`src/rtl/rpv_pkg.sv`:
```
`timescale 1ns / 1ps
`default_nettype none

package rpv_pkg;

	// Packet framing constants
	localparam int MAX_PACKET_BYTES = 4096;
	localparam int HDR_BYTES        = 20;
	localparam int ATTR_HDR         = 2;
	localparam int AUTH_BYTES       = 16;
	localparam int EAP_MIN_VALUE    = 4;
	localparam int MIN_BUFFER       = 4;
	localparam logic [16:0] OFFSET_MAX = 17'h1FFFF;
	localparam logic [11:0] COUNT_MAX  = 12'hFFF;

	// Configuration register indexes
	typedef enum logic [1:0] {
		CFG_MIN_LEN   = 2'd0,
		CFG_MAX_LEN   = 2'd1,
		CFG_MSGAUTH   = 2'd2,
		CFG_EAP_TYPE  = 2'd3
	} cfg_index_t;

	// Result status codes
	typedef enum logic [3:0] {
		STAT_OK            = 4'd0,
		STAT_SHORT         = 4'd1,
		STAT_LEN_RANGE     = 4'd2,
		STAT_LEN_MISMATCH  = 4'd3,
		STAT_ATTR_SHORT    = 4'd4,
		STAT_ATTR_OVERRUN  = 4'd5,
		STAT_DUP_MSGAUTH   = 4'd6,
		STAT_MSGAUTH_SIZE  = 4'd7,
		STAT_NOT_FILLED    = 4'd8,
		STAT_EAP_FIRST     = 4'd9,
		STAT_EAP_EMPTY     = 4'd10,
		STAT_EAP_SUM       = 4'd11
	} status_t;

	typedef struct packed {
		logic [15:0] min_packet_length;
		logic [15:0] max_packet_length;
		logic [7:0]  msg_auth_type;
		logic [7:0]  eap_message_type;
	} cfg_t;

	typedef struct packed {
		logic [7:0] data_byte;
		logic       end_of_buffer;
	} rpv_in_t;

	typedef struct packed {
		logic [3:0]  status;
		logic [7:0]  packet_code;
		logic [7:0]  packet_id;
		logic [15:0] packet_length;
		logic [11:0] attribute_count;
		logic        msgauth_present;
		logic [11:0] msgauth_value_offset;
		logic [15:0] eap_declared_length;
	} rpv_out_t;

endpackage

`default_nettype wire

```
`src/rtl/rpv_cfg_regs.sv`:
```
`timescale 1ns / 1ps
`default_nettype none

module rpv_cfg_regs (
	input  wire logic                clk,
	input  wire logic                arst_n,
	input  wire logic                cfg_we,
	input  wire logic [1:0]          cfg_index,
	input  wire logic [15:0]         cfg_data,
	output rpv_pkg::cfg_t            cfg
);

	rpv_pkg::cfg_t cfg_q;

	// Write the addressed register, reset to the standard type codes and bounds
	always_ff @(posedge clk or negedge arst_n) begin
		if (!arst_n) begin
			cfg_q.min_packet_length <= 16'd20;
			cfg_q.max_packet_length <= 16'd4096;
			cfg_q.msg_auth_type     <= 8'd80;
			cfg_q.eap_message_type  <= 8'd79;
		end else if (cfg_we) begin
			unique case (rpv_pkg::cfg_index_t'(cfg_index))
				rpv_pkg::CFG_MIN_LEN:  cfg_q.min_packet_length <= cfg_data;
				rpv_pkg::CFG_MAX_LEN:  cfg_q.max_packet_length <= cfg_data;
				rpv_pkg::CFG_MSGAUTH:  cfg_q.msg_auth_type     <= cfg_data[7:0];
				rpv_pkg::CFG_EAP_TYPE: cfg_q.eap_message_type  <= cfg_data[7:0];
				default: ;
			endcase
		end
	end

	assign cfg = cfg_q;

endmodule

`default_nettype wire

```
`src/rtl/rpv_walker.sv`:
```
`timescale 1ns / 1ps
`default_nettype none

module rpv_walker (
	input  wire logic                clk,
	input  wire logic                arst_n,
	input  wire logic                step,
	input  wire rpv_pkg::rpv_in_t    item,
	input  wire rpv_pkg::cfg_t       cfg,
	output rpv_pkg::rpv_out_t        result
);

	// Packet state
	logic [16:0]      byte_offset_q, byte_offset_d;
	logic [7:0]       hdr_code_q, hdr_code_d;
	logic [7:0]       hdr_id_q, hdr_id_d;
	logic [15:0]      hdr_len_q, hdr_len_d;
	logic [16:0]      next_attr_q, next_attr_d;
	logic [7:0]       attr_type_q, attr_type_d;
	logic             attr_is_eap_q, attr_is_eap_d;
	rpv_pkg::status_t attr_err_q, attr_err_d;
	logic             stopped_q, stopped_d;
	logic             ma_seen_q, ma_seen_d;
	logic [11:0]      ma_off_q, ma_off_d;
	logic [11:0]      attr_cnt_q, attr_cnt_d;
	logic [11:0]      eap_cnt_q, eap_cnt_d;
	logic [2:0]       eap_pos_q, eap_pos_d;
	logic [15:0]      eap_len_q, eap_len_d;
	logic [16:0]      eap_sum_q, eap_sum_d;
	logic             eap_short_q, eap_short_d;
	logic             eap_empty_q, eap_empty_d;

	logic [7:0]       b;
	logic [17:0]      next_p1, next_p2, attr_end, sum_ext;
	logic [7:0]       vlen;
	logic             ma_fail;
	logic             eap_ok;
	rpv_pkg::status_t stat;

	assign b       = item.data_byte;
	assign next_p1 = {1'b0, next_attr_q} + 18'd1;
	assign next_p2 = {1'b0, next_attr_q} + 18'(rpv_pkg::ATTR_HDR);
	assign attr_end = {1'b0, next_attr_q} + {10'd0, b};
	assign vlen    = b - 8'(rpv_pkg::ATTR_HDR);
	assign sum_ext = {1'b0, eap_sum_q} + {10'd0, vlen};

	// Advance the header latch and the attribute walk by one byte
	always_comb begin
		byte_offset_d = byte_offset_q;
		hdr_code_d    = hdr_code_q;
		hdr_id_d      = hdr_id_q;
		hdr_len_d     = hdr_len_q;
		next_attr_d   = next_attr_q;
		attr_type_d   = attr_type_q;
		attr_is_eap_d = attr_is_eap_q;
		attr_err_d    = attr_err_q;
		stopped_d     = stopped_q;
		ma_seen_d     = ma_seen_q;
		ma_off_d      = ma_off_q;
		attr_cnt_d    = attr_cnt_q;
		eap_cnt_d     = eap_cnt_q;
		eap_pos_d     = eap_pos_q;
		eap_len_d     = eap_len_q;
		eap_sum_d     = eap_sum_q;
		eap_short_d   = eap_short_q;
		eap_empty_d   = eap_empty_q;
		ma_fail       = 1'b0;

		case (byte_offset_q)
			17'd0: hdr_code_d = b;
			17'd1: hdr_id_d   = b;
			17'd2: hdr_len_d  = {b, 8'h00};
			17'd3: hdr_len_d  = {hdr_len_q[15:8], b};
			default: ;
		endcase

		if (!stopped_q && byte_offset_q >= 17'(rpv_pkg::HDR_BYTES)) begin
			if (byte_offset_q == next_attr_q) begin
				// Type byte: stop quietly when the attribute header does not fit
				if (next_p2 > {2'b00, hdr_len_q}) begin
					stopped_d = 1'b1;
				end else begin
					attr_type_d   = b;
					attr_is_eap_d = 1'b0;
				end
			end else if ({1'b0, byte_offset_q} == next_p1) begin
				// Length byte: run the attribute checks
				if (b < 8'(rpv_pkg::ATTR_HDR)) begin
					attr_err_d = rpv_pkg::STAT_ATTR_SHORT;
					stopped_d  = 1'b1;
				end else if (attr_end > {2'b00, hdr_len_q}) begin
					attr_err_d = rpv_pkg::STAT_ATTR_OVERRUN;
					stopped_d  = 1'b1;
				end else begin
					if (attr_type_q == cfg.msg_auth_type) begin
						if (ma_seen_q) begin
							attr_err_d = rpv_pkg::STAT_DUP_MSGAUTH;
							stopped_d  = 1'b1;
							ma_fail    = 1'b1;
						end else if (b != 8'(rpv_pkg::AUTH_BYTES + rpv_pkg::ATTR_HDR)) begin
							attr_err_d = rpv_pkg::STAT_MSGAUTH_SIZE;
							stopped_d  = 1'b1;
							ma_fail    = 1'b1;
						end else begin
							ma_seen_d = 1'b1;
							ma_off_d  = next_attr_q[11:0] + 12'(rpv_pkg::ATTR_HDR);
						end
					end
					if (!ma_fail) begin
						if (attr_type_q == cfg.eap_message_type) begin
							if (eap_cnt_q == 12'd0) begin
								if (vlen < 8'(rpv_pkg::EAP_MIN_VALUE)) begin
									eap_short_d = 1'b1;
								end else begin
									attr_is_eap_d = 1'b1;
									eap_pos_d     = 3'd0;
								end
							end
							if (vlen == 8'd0) begin
								eap_empty_d = 1'b1;
							end
							eap_sum_d = (sum_ext > {1'b0, rpv_pkg::OFFSET_MAX}) ?
								rpv_pkg::OFFSET_MAX : sum_ext[16:0];
							if (eap_cnt_q != rpv_pkg::COUNT_MAX) begin
								eap_cnt_d = eap_cnt_q + 12'd1;
							end
						end
						if (attr_cnt_q != rpv_pkg::COUNT_MAX) begin
							attr_cnt_d = attr_cnt_q + 12'd1;
						end
						next_attr_d = attr_end[16:0];
					end
				end
			end else if (attr_is_eap_q) begin
				// Value byte of the first EAP fragment: pick up the EAP length
				if (eap_pos_q == 3'd2) begin
					eap_len_d = {b, 8'h00};
				end else if (eap_pos_q == 3'd3) begin
					eap_len_d = {eap_len_q[15:8], b};
				end
				if (eap_pos_q != 3'd7) begin
					eap_pos_d = eap_pos_q + 3'd1;
				end
			end
		end

		if (byte_offset_q != rpv_pkg::OFFSET_MAX) begin
			byte_offset_d = byte_offset_q + 17'd1;
		end
	end

	// Rank the checks on the state as it stands after this byte
	always_comb begin
		eap_ok = (eap_cnt_d != 12'd0) && !eap_short_d;
		if (byte_offset_d < 17'(rpv_pkg::MIN_BUFFER)) begin
			stat = rpv_pkg::STAT_SHORT;
		end else if (hdr_len_d < cfg.min_packet_length || hdr_len_d > cfg.max_packet_length ||
				{1'b0, hdr_len_d} > 17'(rpv_pkg::MAX_PACKET_BYTES)) begin
			stat = rpv_pkg::STAT_LEN_RANGE;
		end else if (byte_offset_d != {1'b0, hdr_len_d}) begin
			stat = rpv_pkg::STAT_LEN_MISMATCH;
		end else if (attr_err_d != rpv_pkg::STAT_OK) begin
			stat = attr_err_d;
		end else if (next_attr_d != {1'b0, hdr_len_d}) begin
			stat = rpv_pkg::STAT_NOT_FILLED;
		end else if (eap_cnt_d != 12'd0 && eap_short_d) begin
			stat = rpv_pkg::STAT_EAP_FIRST;
		end else if (eap_cnt_d != 12'd0 && eap_empty_d) begin
			stat = rpv_pkg::STAT_EAP_EMPTY;
		end else if (eap_cnt_d != 12'd0 && eap_sum_d != {1'b0, eap_len_d}) begin
			stat = rpv_pkg::STAT_EAP_SUM;
		end else begin
			stat = rpv_pkg::STAT_OK;
		end

		result.status               = stat;
		result.packet_code          = hdr_code_d;
		result.packet_id            = hdr_id_d;
		result.packet_length        = hdr_len_d;
		result.attribute_count      = attr_cnt_d;
		result.msgauth_present      = ma_seen_d;
		result.msgauth_value_offset = ma_seen_d ? ma_off_d : 12'd0;
		result.eap_declared_length  = eap_ok ? eap_len_d : 16'd0;
	end

	// Update the packet state; clear it after the final byte
	always_ff @(posedge clk or negedge arst_n) begin
		if (!arst_n) begin
			byte_offset_q <= '0;
			hdr_code_q    <= '0;
			hdr_id_q      <= '0;
			hdr_len_q     <= '0;
			next_attr_q   <= 17'(rpv_pkg::HDR_BYTES);
			attr_type_q   <= '0;
			attr_is_eap_q <= 1'b0;
			attr_err_q    <= rpv_pkg::STAT_OK;
			stopped_q     <= 1'b0;
			ma_seen_q     <= 1'b0;
			ma_off_q      <= '0;
			attr_cnt_q    <= '0;
			eap_cnt_q     <= '0;
			eap_pos_q     <= '0;
			eap_len_q     <= '0;
			eap_sum_q     <= '0;
			eap_short_q   <= 1'b0;
			eap_empty_q   <= 1'b0;
		end else if (step) begin
			if (item.end_of_buffer) begin
				byte_offset_q <= '0;
				hdr_code_q    <= '0;
				hdr_id_q      <= '0;
				hdr_len_q     <= '0;
				next_attr_q   <= 17'(rpv_pkg::HDR_BYTES);
				attr_type_q   <= '0;
				attr_is_eap_q <= 1'b0;
				attr_err_q    <= rpv_pkg::STAT_OK;
				stopped_q     <= 1'b0;
				ma_seen_q     <= 1'b0;
				ma_off_q      <= '0;
				attr_cnt_q    <= '0;
				eap_cnt_q     <= '0;
				eap_pos_q     <= '0;
				eap_len_q     <= '0;
				eap_sum_q     <= '0;
				eap_short_q   <= 1'b0;
				eap_empty_q   <= 1'b0;
			end else begin
				byte_offset_q <= byte_offset_d;
				hdr_code_q    <= hdr_code_d;
				hdr_id_q      <= hdr_id_d;
				hdr_len_q     <= hdr_len_d;
				next_attr_q   <= next_attr_d;
				attr_type_q   <= attr_type_d;
				attr_is_eap_q <= attr_is_eap_d;
				attr_err_q    <= attr_err_d;
				stopped_q     <= stopped_d;
				ma_seen_q     <= ma_seen_d;
				ma_off_q      <= ma_off_d;
				attr_cnt_q    <= attr_cnt_d;
				eap_cnt_q     <= eap_cnt_d;
				eap_pos_q     <= eap_pos_d;
				eap_len_q     <= eap_len_d;
				eap_sum_q     <= eap_sum_d;
				eap_short_q   <= eap_short_d;
				eap_empty_q   <= eap_empty_d;
			end
		end
	end

endmodule

`default_nettype wire

```
`src/rtl/radius_packet_validator.sv`:
```
`timescale 1ns / 1ps
`default_nettype none

// RADIUS packet structure checker. Feed the packet one byte per transaction in
// buffer order and mark the last byte with end_of_buffer; that byte produces one
// result transaction carrying the status (first error wins, length errors
// first) and the header, attribute, Message-Authenticator and EAP facts. Other
// bytes produce nothing. Throughput is one byte per clock while no last byte is
// stalled: each byte passes an input register, then compare-and-add logic
// updates the walk state and, on the last byte, loads the result register. Input
// backpressure only occurs when a last byte waits behind an untaken result. The
// packet state clears itself after each last byte. Configuration writes take
// effect at once; the user must make them only while no packet is in flight,
// which the block does not enforce. Authenticator signing is not done here.
module radius_packet_validator (
	input  wire logic                 clk,
	input  wire logic                 arst_n,
	input  wire logic                 cfg_we,
	input  wire logic [1:0]           cfg_index,
	input  wire logic [15:0]          cfg_data,
	input  wire logic                 in_valid,
	output logic                      in_ready,
	input  wire rpv_pkg::rpv_in_t     in_data,
	output logic                      out_valid,
	input  wire logic                 out_ready,
	output rpv_pkg::rpv_out_t         out_data
);

	rpv_pkg::cfg_t     cfg;
	rpv_pkg::rpv_in_t  in_s1;
	logic              in_valid_s1;
	rpv_pkg::rpv_out_t res_s2;
	rpv_pkg::rpv_out_t walk_res;
	logic              res_valid_s2;
	logic              out_free;
	logic              step;

	rpv_cfg_regs u_cfg (
		.clk       (clk),
		.arst_n    (arst_n),
		.cfg_we    (cfg_we),
		.cfg_index (cfg_index),
		.cfg_data  (cfg_data),
		.cfg       (cfg)
	);

	// Process the held byte unless it is a last byte facing a full result slot
	assign out_free = !res_valid_s2 || out_ready;
	assign step     = in_valid_s1 && (!in_s1.end_of_buffer || out_free);
	assign in_ready = !in_valid_s1 || step;

	rpv_walker u_walker (
		.clk    (clk),
		.arst_n (arst_n),
		.step   (step),
		.item   (in_s1),
		.cfg    (cfg),
		.result (walk_res)
	);

	// Input register
	always_ff @(posedge clk or negedge arst_n) begin
		if (!arst_n) begin
			in_valid_s1 <= 1'b0;
		end else if (in_ready) begin
			in_valid_s1 <= in_valid;
		end
	end

	always_ff @(posedge clk) begin
		if (in_ready && in_valid) begin
			in_s1 <= in_data;
		end
	end

	// Result register
	always_ff @(posedge clk or negedge arst_n) begin
		if (!arst_n) begin
			res_valid_s2 <= 1'b0;
		end else if (out_free) begin
			res_valid_s2 <= step && in_s1.end_of_buffer;
		end
	end

	always_ff @(posedge clk) begin
		if (step && in_s1.end_of_buffer) begin
			res_s2 <= walk_res;
		end
	end

	assign out_valid = res_valid_s2;
	assign out_data  = res_s2;

	// A new result only ever follows a processed last byte
	a_result_from_last: assert property (@(posedge clk) disable iff (!arst_n)
		$rose(res_valid_s2) |-> $past(step && in_s1.end_of_buffer))
		else $error("result appeared without a last byte");

	// A held byte that cannot advance stays put
	a_hold_s1: assert property (@(posedge clk) disable iff (!arst_n)
		(in_valid_s1 && !step) |=> (in_valid_s1 && $stable(in_s1)))
		else $error("held byte lost or changed");

	// Offset is reported only with a found Message-Authenticator
	a_msgauth_offset: assert property (@(posedge clk) disable iff (!arst_n)
		(out_valid && !out_data.msgauth_present) |-> (out_data.msgauth_value_offset == 12'd0))
		else $error("offset without Message-Authenticator");

	// A too-short buffer never reaches the attribute walk
	a_short_no_attr: assert property (@(posedge clk) disable iff (!arst_n)
		(out_valid && out_data.status == rpv_pkg::STAT_SHORT) |->
		(out_data.attribute_count == 12'd0))
		else $error("attributes counted in short buffer");

endmodule

`default_nettype wire

```
`config.mk`:
```
export PLATFORM = sky130hd
export DESIGN_NAME = radius_packet_validator
export DESIGN_NICKNAME = d
export VERILOG_FILES = /design/src/rtl/rpv_pkg.sv /design/src/rtl/rpv_cfg_regs.sv /design/src/rtl/rpv_walker.sv /design/src/rtl/radius_packet_validator.sv
export SDC_FILE = /design/constraint.sdc
export NUM_CORES = 1
export LEC_CHECK = 0
export BUFFER_PORTS_ARGS = -buffer_cell sky130_fd_sc_hd__buf_2
export CAP_MARGIN = 20
export CORE_UTILIZATION = 35
export CTS_BUF_LIST = sky130_fd_sc_hd__clkbuf_4
export DETAILED_ROUTE_END_ITERATION = 12
export HOLD_SLACK_MARGIN = 0.15
export PLACE_DENSITY = 0.61
export SLEW_MARGIN = 20
export SYNTH_ARGS = -nofsm -noshare
export SYNTH_HDL_FRONTEND = slang
export SYNTH_HIERARCHICAL = 1
export SYNTH_SLANG_ARGS = --single-unit
export TNS_END_PERCENT = 50
```
`constraint.sdc`:
```
create_clock -name clk -period 14.3 [get_ports clk]
set_input_delay 0.715 -clock clk [delete_from_list [all_inputs] [get_ports clk]]
set_output_delay 0.715 -clock clk [all_outputs]
set_load 0.005 [all_outputs]
```
==> impl_metrics.tcl <==
set metrics [dict create \
    crit_required_ns 14.85 \
    track_usage_pct 22.8 \
    worst_slew_pin_slew_ns 1.04 \
    synth_seq_cells 291 \
    p_sw_share_pct 30.9 \
    grt_pass1_wl_um 92100 \
    clock_skew_ns 0.0469 \
    ys_seq_area_share_pct 42.3 \
    die_x_um 230 \
    regArea_mm2 0.00773 \
    p_leak_nw 8.91 \
    slew_viol_final 0 \
    period_needed_ns 8.01 \
    fin_crit_sh_pct 56.0 \
    arrival_ns 8.56 \
    fillers 5036 \
    synth.distinct_cells 97 \
    cts.sinks 291 \
    status "finished clean" \
    synthArstFlopShare_pct 70.4 \
    final_common_cell "dfrtp_1" \
    ant_nets 0 \
    routed_via_density 5.66 \
    drtIter0Drc 1222 \
    dieArea_mm2 0.0531 \
    synth_nets 1953 \
    cts_root_buf "clkbuf_4" \
    start_util_pct 35.5 \
    critical_path_class "reg2reg" \
    clock_latency_ns 0.84 \
    drive_gt1_share_pct 19.3 \
    ys_warn_count 6 \
    grt-ovfl-total 0 \
    grt_max_degree 72 \
    gp_congestion 0.957 \
    power_frac_comb_pct 19.7 \
    min_path_type "in2reg" \
    hold_violations 0 \
    drv_cap 0 \
    mostFrequentLayoutCells "193 x dfrtp_1, 165 x nand2_1, 132 x clkbuf_4, 109 x buf_2, 103 x o21ai_0" \
    peakVddDrop_mv 0.0606 \
    clockBufferDepth 3 \
    fmax_mhz 125 \
    io_pins 111 \
    grt-busiest-layer "met2" \
    cts_max_level 3 \
    rsz0062_at_grt "no" \
    use_met2_pct 35.9 \
    dr.pass1.iters 6 \
    die_h_um 230 \
    cp-start-kind "register" \
    routed-via-count 15362 \
    crit_fanout 10 \
    end_kind "register" \
    rows 83 \
    synthesis.area_per_instance_um2 10.0 \
    wl_per_cell_um 22.1 \
    post-dp-hpwl_um 43400 \
    port_buffers 110 \
    grt_pass1_vias 15044 \
    synth.area.top_cells "dfrtp_1 26%, edfxtp_1 14%, ha_1 6.5%, xnor2_1 4.3%, mux2_2 3.8%" \
    p_sw_w 0.000693 \
    synth_top_area_cell "dfrtp_1" \
    clk_pin_slew_worst_paths_ns 0.06 \
    grt.met1_usage_pct 30.0 \
    finalSetupViolations 0 \
    synth_edf_count 86 \
    clock_power_share_pct 37.5 \
    netlist_instances 1824 \
    nets 2093 \
    cts_tree "yes" \
    numCtsBuffers 84 \
    met3_usage_pct 4.30 \
    relSlewSlack_pct 30.2 \
    yosys.area.top_type_share_pct 26.5 \
    post-route-util_pct 40.5 \
    multi_input_area_mm2 0.00976 \
    syn_area_mm2 0.0183 \
    antenna_found_initial 2 \
    drc 0 \
    power_density_mw_per_mm2 108 \
    seqPwrFrac_pct 42.8 \
    finalSetupTns_ns 0 \
    fin_total_pwr_w 0.00224 \
    p_int_w 0.00155 \
    core_mm2 0.0514 \
    synthToLayoutAreaGrowth_pct 13.9 \
    ys.flop_type "dfrtp_1" \
    totalWireLength_um 60100 \
]
[layer usage]
| layer | up-vias | share of wire, % |
|---|---|---|
| li1 | 7099 | - |
| met2 | 574 | 46 |
| met1 | 7555 | 43 |
| met5 | - | 0 |
| met4 | 0 | 4.0 |
| met3 | 134 | 6.3 |
[repair_timing]
item,in CTS,in global routing
buffers inserted,0,0
resized for setup,0,0
hold buffers,24,0
endpoints found under the hold margin,99,0
[through the flow]
stage                     area, µm²  setup slack, ns  hold WS [ns]  std cells
after detailed placement      19400             6.37         0.472       2534
after global placement        19400             6.50         0.470       2534
after global routing          20800             5.95         0.178       2716
final                         20800             6.29         0.225       2716
after CTS                     20800             6.33         0.154       2715
after floorplan               18300             8.39         0.419       1824
[power by group through the flow]
| stage | combinational, W | sequential, W | clock [W] |
|---|---|---|---|
| 6_report | 0.000443 | 0.000961 | 0.000841 |
| 5_1_grt | 0.000484 | 0.000969 | 0.000914 |
| 4_1_cts | 0.000441 | 0.000962 | 0.000870 |
| 3_5_place_dp | 0.000434 | 0.000977 | 0 |
| 3_3_place_gp | 0.000428 | 0.000975 | 0 |
| 2_1_floorplan | 0.000281 | 0.000969 | 0 |
[cells by family (layout without fill, tap and decap cells)]
logic type / count (synthesis) / count (layout) / synth area share [%]
xor gates and xnor gates: 153 / 153 / 7.34
other: 0 / 1 / 0
DFF: 291 / 291 / 42.3
and+or+nand+nor: 551 / 551 / 16.5
AOI/OAI and AO/OA: 447 / 447 / 17.1
buffers and inverters: 190 / 401 / 4.33
adders and majority gates: 98 / 98 / 6.79
muxes: 94 / 94 / 5.58
[path summary, 6_finish.rpt]
kind	start	cells past startpoint	slack (ns)	end
worst max-delay path	in_s1[1]	20	6.29	out_data[73]
worst min-delay path	cfg_data[0]	2	0.23	u_cfg/cfg[16]
worst max register to register	in_s1[1]	20	6.29	out_data[73]
worst min register to register	u_walker/eap_len_q[15]	1	0.49	u_walker/eap_len_q[15]
max in group asynchronous	arst_n	4	11.50	u_cfg/cfg[4]
min in group asynchronous	arst_n	2	0.45	u_walker/attr_cnt_q[1]
[synthesized netlist by cell type, types with 8 or more instances]
cell and n:
mux2i_1 32, or3_1 8, and4_1 14, and3_1 25, o31ai_1 22, o211ai_1 9
nor4_1 22, xnor2_1 90, nand2b_1 8, o21ai_0 103, clkbuf_1 70, a21o_1 28
o2bb2ai_1 36, ha_1 95, a31oi_1 17, or4_1 10, o21a_1 13, and2_1 10
buf_2 16, a21oi_1 58, xor2_1 63, nand4_1 52, nand2_1 165, dfstp_2 12
nor2b_1 13, nor3_1 31, a22o_1 55, buf_4 9, o22ai_1 12, dfrtp_1 193
a22oi_1 28, nand3_1 46, inv_1 84, mux2_2 62, nor2_1 98, edfxtp_1 86
[worst max-delay path: stages (launching register included)]
cell and delay, ns:
edfxtp_1 0.68, ha_1 0.37, fa_1 0.44, a211oi_1 0.25, o21ai_0 0.28, o21ai_0 0.78
nor2_1 0.14, xor2_1 0.18, ha_1 0.30, nand4_1 0.10, or4_1 0.45, o21ai_0 0.49
nand4_1 0.23, nor3_1 0.46, nand4_1 0.49, nor3_1 0.55, and4_1 0.32, mux2_2 0.36
or4_4 0.59, a31oi_1 0.19, o211ai_1 0.10
[state kept, by name (all words and copies together), names as in the netlist, 3 cells and up]
| name | count |
|---|---|
| out_data | 77 |
| u_cfg/cfg | 48 |
| u_walker/byte_offset_q | 17 |
| u_walker/eap_sum_q | 17 |
| u_walker/next_attr_q | 17 |
| u_walker/eap_len_q | 16 |
| u_walker/hdr_len_q | 16 |
| u_walker/attr_cnt_q | 12 |
| u_walker/eap_cnt_q | 12 |
| u_walker/ma_off_q | 12 |
| in_s1 | 9 |
| u_walker/attr_type_q | 8 |
| u_walker/hdr_code_q | 8 |
| u_walker/hdr_id_q | 8 |
| u_walker/attr_err_q | 4 |
| u_walker/eap_pos_q | 3 |
[layout make-up]
cell class | count | share of cell area (%)
Clock buffer | 132 | 4.76
Antenna cell | 1 | 0.0120
Multi-Input combinational cell | 1343 | 46.9
Timing Repair Buffer | 159 | 4.75
Clock inverter | 25 | 0.764
Sequential cell | 291 | 37.1
Tap cell | 680 | 4.09
Inverter | 85 | 1.53
Note: power is estimated with default switching activity, not from simulation.
